## src/hdl/u8sd_pkg.sv

```systemverilog
// ----------------------------------------------------------------------------
// u8sd_pkg
// Shared types and constants for the six-byte UTF-8 stream decoder.
// ----------------------------------------------------------------------------
package u8sd_pkg;

  // Upper bound on the reported character total.
  localparam longint unsigned COUNT_MAX = 64'd65535;
  localparam longint unsigned TOTAL_LIMIT = (COUNT_MAX > 64'd65535) ? 64'd65535 : COUNT_MAX;

  localparam int CP_W    = 31;
  localparam int TOTAL_W = 16;
  localparam int LEFT_W  = 3;

  // Lead byte ranges
  localparam logic [7:0] ASCII_MAX = 8'h7F;
  localparam logic [7:0] LEAD2_MIN = 8'hC0;
  localparam logic [7:0] LEAD2_MAX = 8'hDF;
  localparam logic [7:0] LEAD3_MIN = 8'hE0;
  localparam logic [7:0] LEAD3_MAX = 8'hEF;
  localparam logic [7:0] LEAD4_MIN = 8'hF0;
  localparam logic [7:0] LEAD4_MAX = 8'hF7;
  localparam logic [7:0] LEAD5_MIN = 8'hF8;
  localparam logic [7:0] LEAD5_MAX = 8'hFB;
  localparam logic [7:0] LEAD6_MIN = 8'hFC;
  localparam logic [7:0] LEAD6_MAX = 8'hFD;
  localparam logic [7:0] CONT_BITS = 8'h3F;
  localparam logic [1:0] CONT_TAG  = 2'b10;

  localparam logic       MODE_DATA = 1'b0;
  localparam logic       MODE_END  = 1'b1;

  typedef enum logic [1:0] {
    KIND_CP  = 2'd0,
    KIND_END = 2'd1,
    KIND_ERR = 2'd2
  } kind_t;

  typedef struct packed {
    kind_t               kind;
    logic [CP_W-1:0]     code_point;
    logic [TOTAL_W-1:0]  char_total;
  } result_t;

endpackage

```

## src/hdl/utf8_stream_decoder_unit.sv

```systemverilog
// ----------------------------------------------------------------------------
// utf8_stream_decoder_unit
// Six-byte UTF-8 stream decoder producing 31-bit code points.
// ----------------------------------------------------------------------------
// Takes one byte word (or an end-of-string word) per clock while the output
// is not stalled and returns at most one result word for it: an input
// register feeds a combinational decode step whose result lands in an output
// register. The rate is set only by the output register's handshake, which
// also stalls the input while a result waits. Lead and continuation bytes
// yield no result until the character is complete. Errors (bad lead, bad
// continuation, end mid-sequence) report once, then bytes are dropped
// silently until the next end word, which resets the decoder without a
// result. A clean end reports the number of characters seen plus one,
// saturating at 65535. Overlong forms pass.
// ----------------------------------------------------------------------------
module utf8_stream_decoder_unit (
  input  logic        clk,
  input  logic        rst_n,
  // byte input
  input  logic        in_valid,
  output logic        in_stall,
  input  logic        in_mode,
  input  logic [7:0]  in_data_byte,
  // result output
  output logic        out_valid,
  input  logic        out_stall,
  output logic [1:0]  out_kind,
  output logic [30:0] out_code_point,
  output logic [15:0] out_char_total
);

  // stage 1 word
  logic       s1_valid;
  logic       s1_mode;
  logic [7:0] s1_byte;

  // decode step handshake
  logic              advance;
  logic              fire;
  logic              emit;
  u8sd_pkg::result_t step_result;
  u8sd_pkg::result_t out_result;

  u8sd_in_stage u_in (
    .clk          (clk),
    .rst_n        (rst_n),
    .in_valid     (in_valid),
    .in_stall     (in_stall),
    .in_mode      (in_mode),
    .in_data_byte (in_data_byte),
    .advance      (advance),
    .s1_valid     (s1_valid),
    .s1_mode      (s1_mode),
    .s1_byte      (s1_byte)
  );

  // state lives here and only moves when the stage 1 word is consumed
  u8sd_step u_step (
    .clk       (clk),
    .rst_n     (rst_n),
    .fire      (fire),
    .mode      (s1_mode),
    .data_byte (s1_byte),
    .emit      (emit),
    .result    (step_result)
  );

  u8sd_out_stage u_out (
    .clk        (clk),
    .rst_n      (rst_n),
    .s1_valid   (s1_valid),
    .emit       (emit),
    .result     (step_result),
    .advance    (advance),
    .fire       (fire),
    .out_stall  (out_stall),
    .out_valid  (out_valid),
    .out_result (out_result)
  );

  assign out_kind       = out_result.kind;
  assign out_code_point = out_result.code_point;
  assign out_char_total = out_result.char_total;

`ifndef SYNTH
  // input stalls only when a word is parked in stage 1
  a_stall_needs_word: assert property (@(posedge clk) disable iff (!rst_n)
    in_stall |-> s1_valid)
    else $error("input stalled with empty stage 1");

  // a blocked output must keep the stage 1 word in place
  a_hold_stage1: assert property (@(posedge clk) disable iff (!rst_n)
    (out_valid && out_stall && s1_valid) |=> s1_valid)
    else $error("stage 1 word lost under output stall");

  // code point results carry no total; end results carry a nonzero total
  a_cp_fields: assert property (@(posedge clk) disable iff (!rst_n)
    (out_valid && out_kind == u8sd_pkg::KIND_CP) |-> (out_char_total == '0))
    else $error("code point result with nonzero total");

  a_end_fields: assert property (@(posedge clk) disable iff (!rst_n)
    (out_valid && out_kind == u8sd_pkg::KIND_END) |->
      (out_code_point == '0 && out_char_total != '0))
    else $error("malformed end result");
`endif

endmodule

```

## src/hdl/u8sd_in_stage.sv

```systemverilog
// ----------------------------------------------------------------------------
// u8sd_in_stage
// Input register: holds one word until the decode step can consume it.
// ----------------------------------------------------------------------------
module u8sd_in_stage (
  input  logic       clk,
  input  logic       rst_n,
  input  logic       in_valid,
  output logic       in_stall,
  input  logic       in_mode,
  input  logic [7:0] in_data_byte,
  input  logic       advance,
  output logic       s1_valid,
  output logic       s1_mode,
  output logic [7:0] s1_byte
);

  logic       valid_r, valid_nxt;
  logic       mode_r;
  logic [7:0] byte_r;
  logic       load;

  assign in_stall  = valid_r && !advance;
  assign load      = !in_stall;
  assign valid_nxt = load ? in_valid : valid_r;

  always_ff @(posedge clk) begin
    if (!rst_n) begin
      valid_r <= 1'b0;
    end else begin
      valid_r <= valid_nxt;
    end
  end

  always_ff @(posedge clk) begin
    if (load && in_valid) begin
      mode_r <= in_mode;
      byte_r <= in_data_byte;
    end
  end

  assign s1_valid = valid_r;
  assign s1_mode  = mode_r;
  assign s1_byte  = byte_r;

endmodule

```

## src/hdl/u8sd_step.sv

```systemverilog
// ----------------------------------------------------------------------------
// u8sd_step
// Decoder state and the per-word decode step.
// ----------------------------------------------------------------------------
module u8sd_step (
  input  logic              clk,
  input  logic              rst_n,
  input  logic              fire,
  input  logic              mode,
  input  logic [7:0]        data_byte,
  output logic              emit,
  output u8sd_pkg::result_t result
);

  logic [u8sd_pkg::LEFT_W-1:0]  left_r, left_nxt;
  logic [u8sd_pkg::CP_W-1:0]    part_r, part_nxt;
  logic [u8sd_pkg::TOTAL_W-1:0] cnt_r, cnt_nxt;
  logic                         disc_r, disc_nxt;

  logic [u8sd_pkg::CP_W-1:0]    part_shift;
  logic [u8sd_pkg::LEFT_W-1:0]  left_dec;
  logic [u8sd_pkg::TOTAL_W:0]   cnt_plus;
  logic                         cnt_can_inc;

  assign part_shift  = {part_r[u8sd_pkg::CP_W-7:0], data_byte[5:0] & u8sd_pkg::CONT_BITS[5:0]};
  assign left_dec    = left_r - u8sd_pkg::LEFT_W'(1);
  assign cnt_plus    = {1'b0, cnt_r} + (u8sd_pkg::TOTAL_W+1)'(1);
  assign cnt_can_inc = cnt_plus < (u8sd_pkg::TOTAL_W+1)'(u8sd_pkg::TOTAL_LIMIT);

  always_comb begin
    left_nxt = left_r;
    part_nxt = part_r;
    cnt_nxt  = cnt_r;
    disc_nxt = disc_r;
    emit     = 1'b0;
    result   = '{kind: u8sd_pkg::KIND_CP, code_point: '0, char_total: '0};

    if (mode == u8sd_pkg::MODE_END) begin
      left_nxt = '0;
      part_nxt = '0;
      cnt_nxt  = '0;
      disc_nxt = 1'b0;
      if (!disc_r) begin
        emit = 1'b1;
        if (left_r != '0) begin
          result.kind = u8sd_pkg::KIND_ERR;
        end else begin
          result.kind       = u8sd_pkg::KIND_END;
          result.char_total = cnt_plus[u8sd_pkg::TOTAL_W-1:0];
        end
      end
    end else if (disc_r) begin
      // dropping bytes until end of string
    end else if (left_r != '0) begin
      if (data_byte[7:6] != u8sd_pkg::CONT_TAG) begin
        left_nxt    = '0;
        part_nxt    = '0;
        disc_nxt    = 1'b1;
        emit        = 1'b1;
        result.kind = u8sd_pkg::KIND_ERR;
      end else begin
        left_nxt = left_dec;
        part_nxt = part_shift;
        if (left_dec == '0) begin
          part_nxt          = '0;
          emit              = 1'b1;
          result.code_point = part_shift;
          if (cnt_can_inc) cnt_nxt = cnt_plus[u8sd_pkg::TOTAL_W-1:0];
        end
      end
    end else if (data_byte <= u8sd_pkg::ASCII_MAX) begin
      emit              = 1'b1;
      result.code_point = u8sd_pkg::CP_W'(data_byte);
      if (cnt_can_inc) cnt_nxt = cnt_plus[u8sd_pkg::TOTAL_W-1:0];
    end else if (data_byte >= u8sd_pkg::LEAD2_MIN && data_byte <= u8sd_pkg::LEAD2_MAX) begin
      part_nxt = u8sd_pkg::CP_W'(data_byte[4:0]);
      left_nxt = u8sd_pkg::LEFT_W'(1);
    end else if (data_byte >= u8sd_pkg::LEAD3_MIN && data_byte <= u8sd_pkg::LEAD3_MAX) begin
      part_nxt = u8sd_pkg::CP_W'(data_byte[3:0]);
      left_nxt = u8sd_pkg::LEFT_W'(2);
    end else if (data_byte >= u8sd_pkg::LEAD4_MIN && data_byte <= u8sd_pkg::LEAD4_MAX) begin
      part_nxt = u8sd_pkg::CP_W'(data_byte[2:0]);
      left_nxt = u8sd_pkg::LEFT_W'(3);
    end else if (data_byte >= u8sd_pkg::LEAD5_MIN && data_byte <= u8sd_pkg::LEAD5_MAX) begin
      part_nxt = u8sd_pkg::CP_W'(data_byte[1:0]);
      left_nxt = u8sd_pkg::LEFT_W'(4);
    end else if (data_byte >= u8sd_pkg::LEAD6_MIN && data_byte <= u8sd_pkg::LEAD6_MAX) begin
      part_nxt = u8sd_pkg::CP_W'(data_byte[0]);
      left_nxt = u8sd_pkg::LEFT_W'(5);
    end else begin
      // stray continuation byte or 0xFE/0xFF
      disc_nxt    = 1'b1;
      emit        = 1'b1;
      result.kind = u8sd_pkg::KIND_ERR;
    end
  end

  always_ff @(posedge clk) begin
    if (!rst_n) begin
      left_r <= '0;
      part_r <= '0;
      cnt_r  <= '0;
      disc_r <= 1'b0;
    end else if (fire) begin
      left_r <= left_nxt;
      part_r <= part_nxt;
      cnt_r  <= cnt_nxt;
      disc_r <= disc_nxt;
    end
  end

endmodule

```

## src/hdl/u8sd_out_stage.sv

```systemverilog
// ----------------------------------------------------------------------------
// u8sd_out_stage
// Result register on the output channel; frees the decode step whenever
// it is empty or its word is being taken.
// ----------------------------------------------------------------------------
module u8sd_out_stage (
  input  logic              clk,
  input  logic              rst_n,
  input  logic              s1_valid,
  input  logic              emit,
  input  u8sd_pkg::result_t result,
  output logic              advance,
  output logic              fire,
  input  logic              out_stall,
  output logic              out_valid,
  output u8sd_pkg::result_t out_result
);

  logic              valid_r, valid_nxt;
  u8sd_pkg::result_t result_r;

  assign advance   = !valid_r || !out_stall;
  assign fire      = s1_valid && advance;
  assign valid_nxt = advance ? (fire && emit) : valid_r;

  always_ff @(posedge clk) begin
    if (!rst_n) begin
      valid_r <= 1'b0;
    end else begin
      valid_r <= valid_nxt;
    end
  end

  always_ff @(posedge clk) begin
    if (fire && emit) begin
      result_r <= result;
    end
  end

  assign out_valid  = valid_r;
  assign out_result = result_r;

endmodule

```

## config.mk

```make
export PLATFORM = sky130hd
export DESIGN_NAME = utf8_stream_decoder_unit
export DESIGN_NICKNAME = d
export VERILOG_FILES = /design/src/hdl/u8sd_pkg.sv /design/src/hdl/utf8_stream_decoder_unit.sv /design/src/hdl/u8sd_in_stage.sv /design/src/hdl/u8sd_step.sv /design/src/hdl/u8sd_out_stage.sv
export SDC_FILE = /design/constraint.sdc
export NUM_CORES = 1
export LEC_CHECK = 0
export ABC_AREA = 1
export BUFFER_PORTS_ARGS = -buffer_cell sky130_fd_sc_hd__buf_2
export CORE_MARGIN = 2
export CORE_UTILIZATION = 60
export CTS_BUF_LIST = sky130_fd_sc_hd__clkbuf_4
export DETAILED_ROUTE_END_ITERATION = 8
export GPL_ROUTABILITY_DRIVEN = 0
export PLACE_DENSITY = 0.82
export SETUP_SLACK_MARGIN = 0.5
export SLEW_MARGIN = 20
export SYNTH_ARGS = -nofsm -noshare
export SYNTH_HDL_FRONTEND = slang
export SYNTH_HIERARCHICAL = 1
export SYNTH_SLANG_ARGS = --single-unit
```

## constraint.sdc

```tcl
create_clock -name clk -period 6.4 [get_ports clk]
set_input_delay 0.96 -clock clk [delete_from_list [all_inputs] [get_ports clk]]
set_output_delay 0.96 -clock clk [all_outputs]
set_load 0.05 [all_outputs]
```

==> flow_summary.json <==
{
  "outcome": "completed",
  "vias": 4094,
  "syn_area_um2": 4850,
  "busiest_layer": "met2",
  "viasPerCell": 5.57,
  "ys_seq_area_frac": 0.553,
  "die_h_um": 93.9,
  "drtAntennaViolNets": 0,
  "dp_slack_ns": 3.03,
  "grt_pass1_wl_um": 15900,
  "synth_seq_cells": 105,
  "coreArea_um2": 7770,
  "drt_iter0_drc": 435,
  "cpMostUsedCell": "o21ai_0",
  "finalClockSkew_ns": 0.0274,
  "crit_type": "reg2reg",
  "grt_usage": 0.229,
  "rows": 32,
  "worst-path-max-fanout": 29,
  "grtUsageMet1": 0.335,
  "min_period_ns": 3.34,
  "ios": 64,
  "cp_num_buf_inv": 3,
  "fin_nets": 645,
  "required_ns": 6.51,
  "cts_hold_buf": 0,
  "use_met2": 0.345,
  "avgSynthCellArea_um2": 8.44,
  "cp_top_family": "simple AND/OR/NAND/NOR gates",
  "max_freq_mhz": 300,
  "dr.pass1.iters": 5,
  "synthTopCellsByArea": "edfxtp_1, dfxtp_1, nand2_1",
  "min-delay-start": "u_step/part_r[23]",
  "clock-sinks": 105,
  "crit_chain": "inv_1, o21ai_0, nand2_1, o21ai_0, o21ai_0, o21ai_0, inv_1, nor3_4, buf_4",
  "worstSkewPairLatency_ns": 0.45,
  "cts.path.max_buffers": 2,
  "final_max_slew_viol_count": 0,
  "io_buffers": 63,
  "rsz0062_at_grt": "no",
  "synth_top_area_frac": 0.359,
  "dominantRegCellSynth": "edfxtp_1",
  "yosys-top-cells-count": "nand2_1, nor2_1, edfxtp_1",
  "tightest_slew_ns": 0.988,
  "ys_warn_count": 6,
  "p_leak_nw": 2.03,
  "die_w_um": 93.9,
  "cts_buffers": 9,
  "setup_tns_ns": 0,
  "antenna_found_initial": 0,
  "synth_cell_types": 35,
  "arrival_ns": 3.45,
  "power_density_nw_per_um2": 245,
  "cts_root_buffer": "clkbuf_4",
  "cts_tree": "yes",
  "r2r_start": "u_in/s1_byte[4]",
  "synthesis.instances": 575,
  "grt_pass1_vias": 3487,
  "hold_viol_final": 0,
  "crit_slowest_cell": "nor3_4",
  "n_antenna_cell": 0,
  "max-cap-violations": 0,
  "max_stage_delay_ns": 0.82,
  "synth-edff-count": 58,
  "crit_start": "u_in/s1_byte[4]",
  "min_path_type": "reg2reg",
  "drc": 0,
  "synth_nets": 592,
  "async_flop_share": 0,
  "post_drt_wl_per_cell_um": 13.5,
  "dieArea_um2": 8820,
  "synth_top_area_cell": "edfxtp_1",
  "met3_usage": 0.0321,
  "slew_headroom": 0.339,
  "synth_most_common_cell": "nand2_1",
  "fin_crit_sh": 0.522,
  "initial_core_util": 0.625,
  "post_cts.repair.setup_buffers": 0,
  "clkTransAtPathRegs_ns": 0.17,
  "irDropWorstVdd_mv": 0.133,
  "wirelength_um": 9900,
  "dp_hpwl_um": 6860,
  "grt_start_max_net_pins": 42,
  "drive_gt1_frac": 0.167,
  "cp-start-kind": "flip-flop",
  "worst_slack_ns": 3.06,
  "grt_overflow": 0,
  "cts-resized-gates": 0,
  "final-setup-viol-count": 0,
  "syn_to_final_growth_pct": 10.4,
  "cts-htree-levels": 3,
  "endpoint_kind": "flip-flop"
}
## metrics by stage
| stage | cells | util | area (µm²) | total power [mW] | hold WS [ns] |
|---|---|---|---|---|---|
| floorplan | 575 | - | 4850 | 0.929 | 0.440 |
| global placement | 719 | 0.669 | 5200 | 0.966 | 0.453 |
| detailed placement | 719 | 0.669 | 5200 | 0.971 | 0.459 |
| CTS | 735 | 0.689 | 5350 | 1.31 | 0.480 |
| global route | 735 | 0.689 | 5350 | 1.36 | 0.508 |
| finish | 735 | 0.689 | 5350 | 1.31 | 0.483 |
## cell usage in the layout, fill, tap and decap left out, types with 2 or more instances in the layout
cell type / instances
ha_1: 4
inv_2: 2
buf_4: 3
nand3_1: 37
a21oi_1: 44
nor2_1: 90
clkinvlp_4: 3
nor3_1: 9
a22oi_1: 3
inv_1: 48
nand3b_1: 2
edfxtp_1: 58
nand2_2: 4
nand3_2: 6
dfxtp_1: 47
nor2_2: 9
nand4_1: 18
o21ai_0: 11
nand2_1: 142
buf_2: 63
o21bai_1: 4
clkbuf_4: 9
## path summary, 6_finish.rpt
path | to | slack (ns) | depth (start not counted)
setup / recovery | u_out/out_result[47] | 3.06 | 9
hold / removal | u_step/part_r[23] | 0.48 | 2
setup reg to reg | u_out/out_result[47] | 3.06 | 9
hold reg to reg | u_step/part_r[23] | 0.48 | 2
## area by class of cell
class | count | area [µm²]
flip-flops and latches | 105 | 2680
fillers | 603 | 2410
multi-input cells | 395 | 1860
repair buffers | 66 | 338
inverters | 51 | 191
well taps | 102 | 128
clock inverters | 7 | 88.8
clock buffers | 9 | 67.6
## per-layer routing
layer  routed length [µm]  vias to the layer above
met1                 4530                     1872
met4                  187                        0
met5                    0                        -
met3                  727                       19
li1                     -                     2021
met2                 4460                      182
## registers in the layout (all words and copies together) (netlist names)
name and cells:
u_out/out_result 49, u_step/part_r 25, u_step/cnt_r 16, u_in/s1_byte 8, u_step/left_r 3, u_in/s1_mode 1, u_in/s1_valid 1, u_out/out_valid 1
u_step/disc_r 1
## worst reg2reg max path, stage by stage (launching register included)
cell and delay (ns):
edfxtp_1 0.44, inv_1 0.09, o21ai_0 0.27, nand2_1 0.13, o21ai_0 0.33, o21ai_0 0.14, o21ai_0 0.18, inv_1 0.11
nor3_4 0.82, buf_4 0.50
## cells by family after synthesis
kind of cell | share of synthesized area
AOI/OAI and AO/OA | 0.0794
xor gates and xnor gates | 0.00181
adders and majority gates | 0.0103
buffers and inverters | 0.0653
DFF | 0.553
and+or+nand+nor | 0.290
## power by group
part           leakage [nW]  switching, mW  internal [mW]
clock network        0.0735          0.228          0.126
registers             0.929         0.0198          0.746
logic                  1.03          0.148         0.0447
total                  2.03          0.396          0.917
No activity file was read; power rests on OpenSTA's default activity.
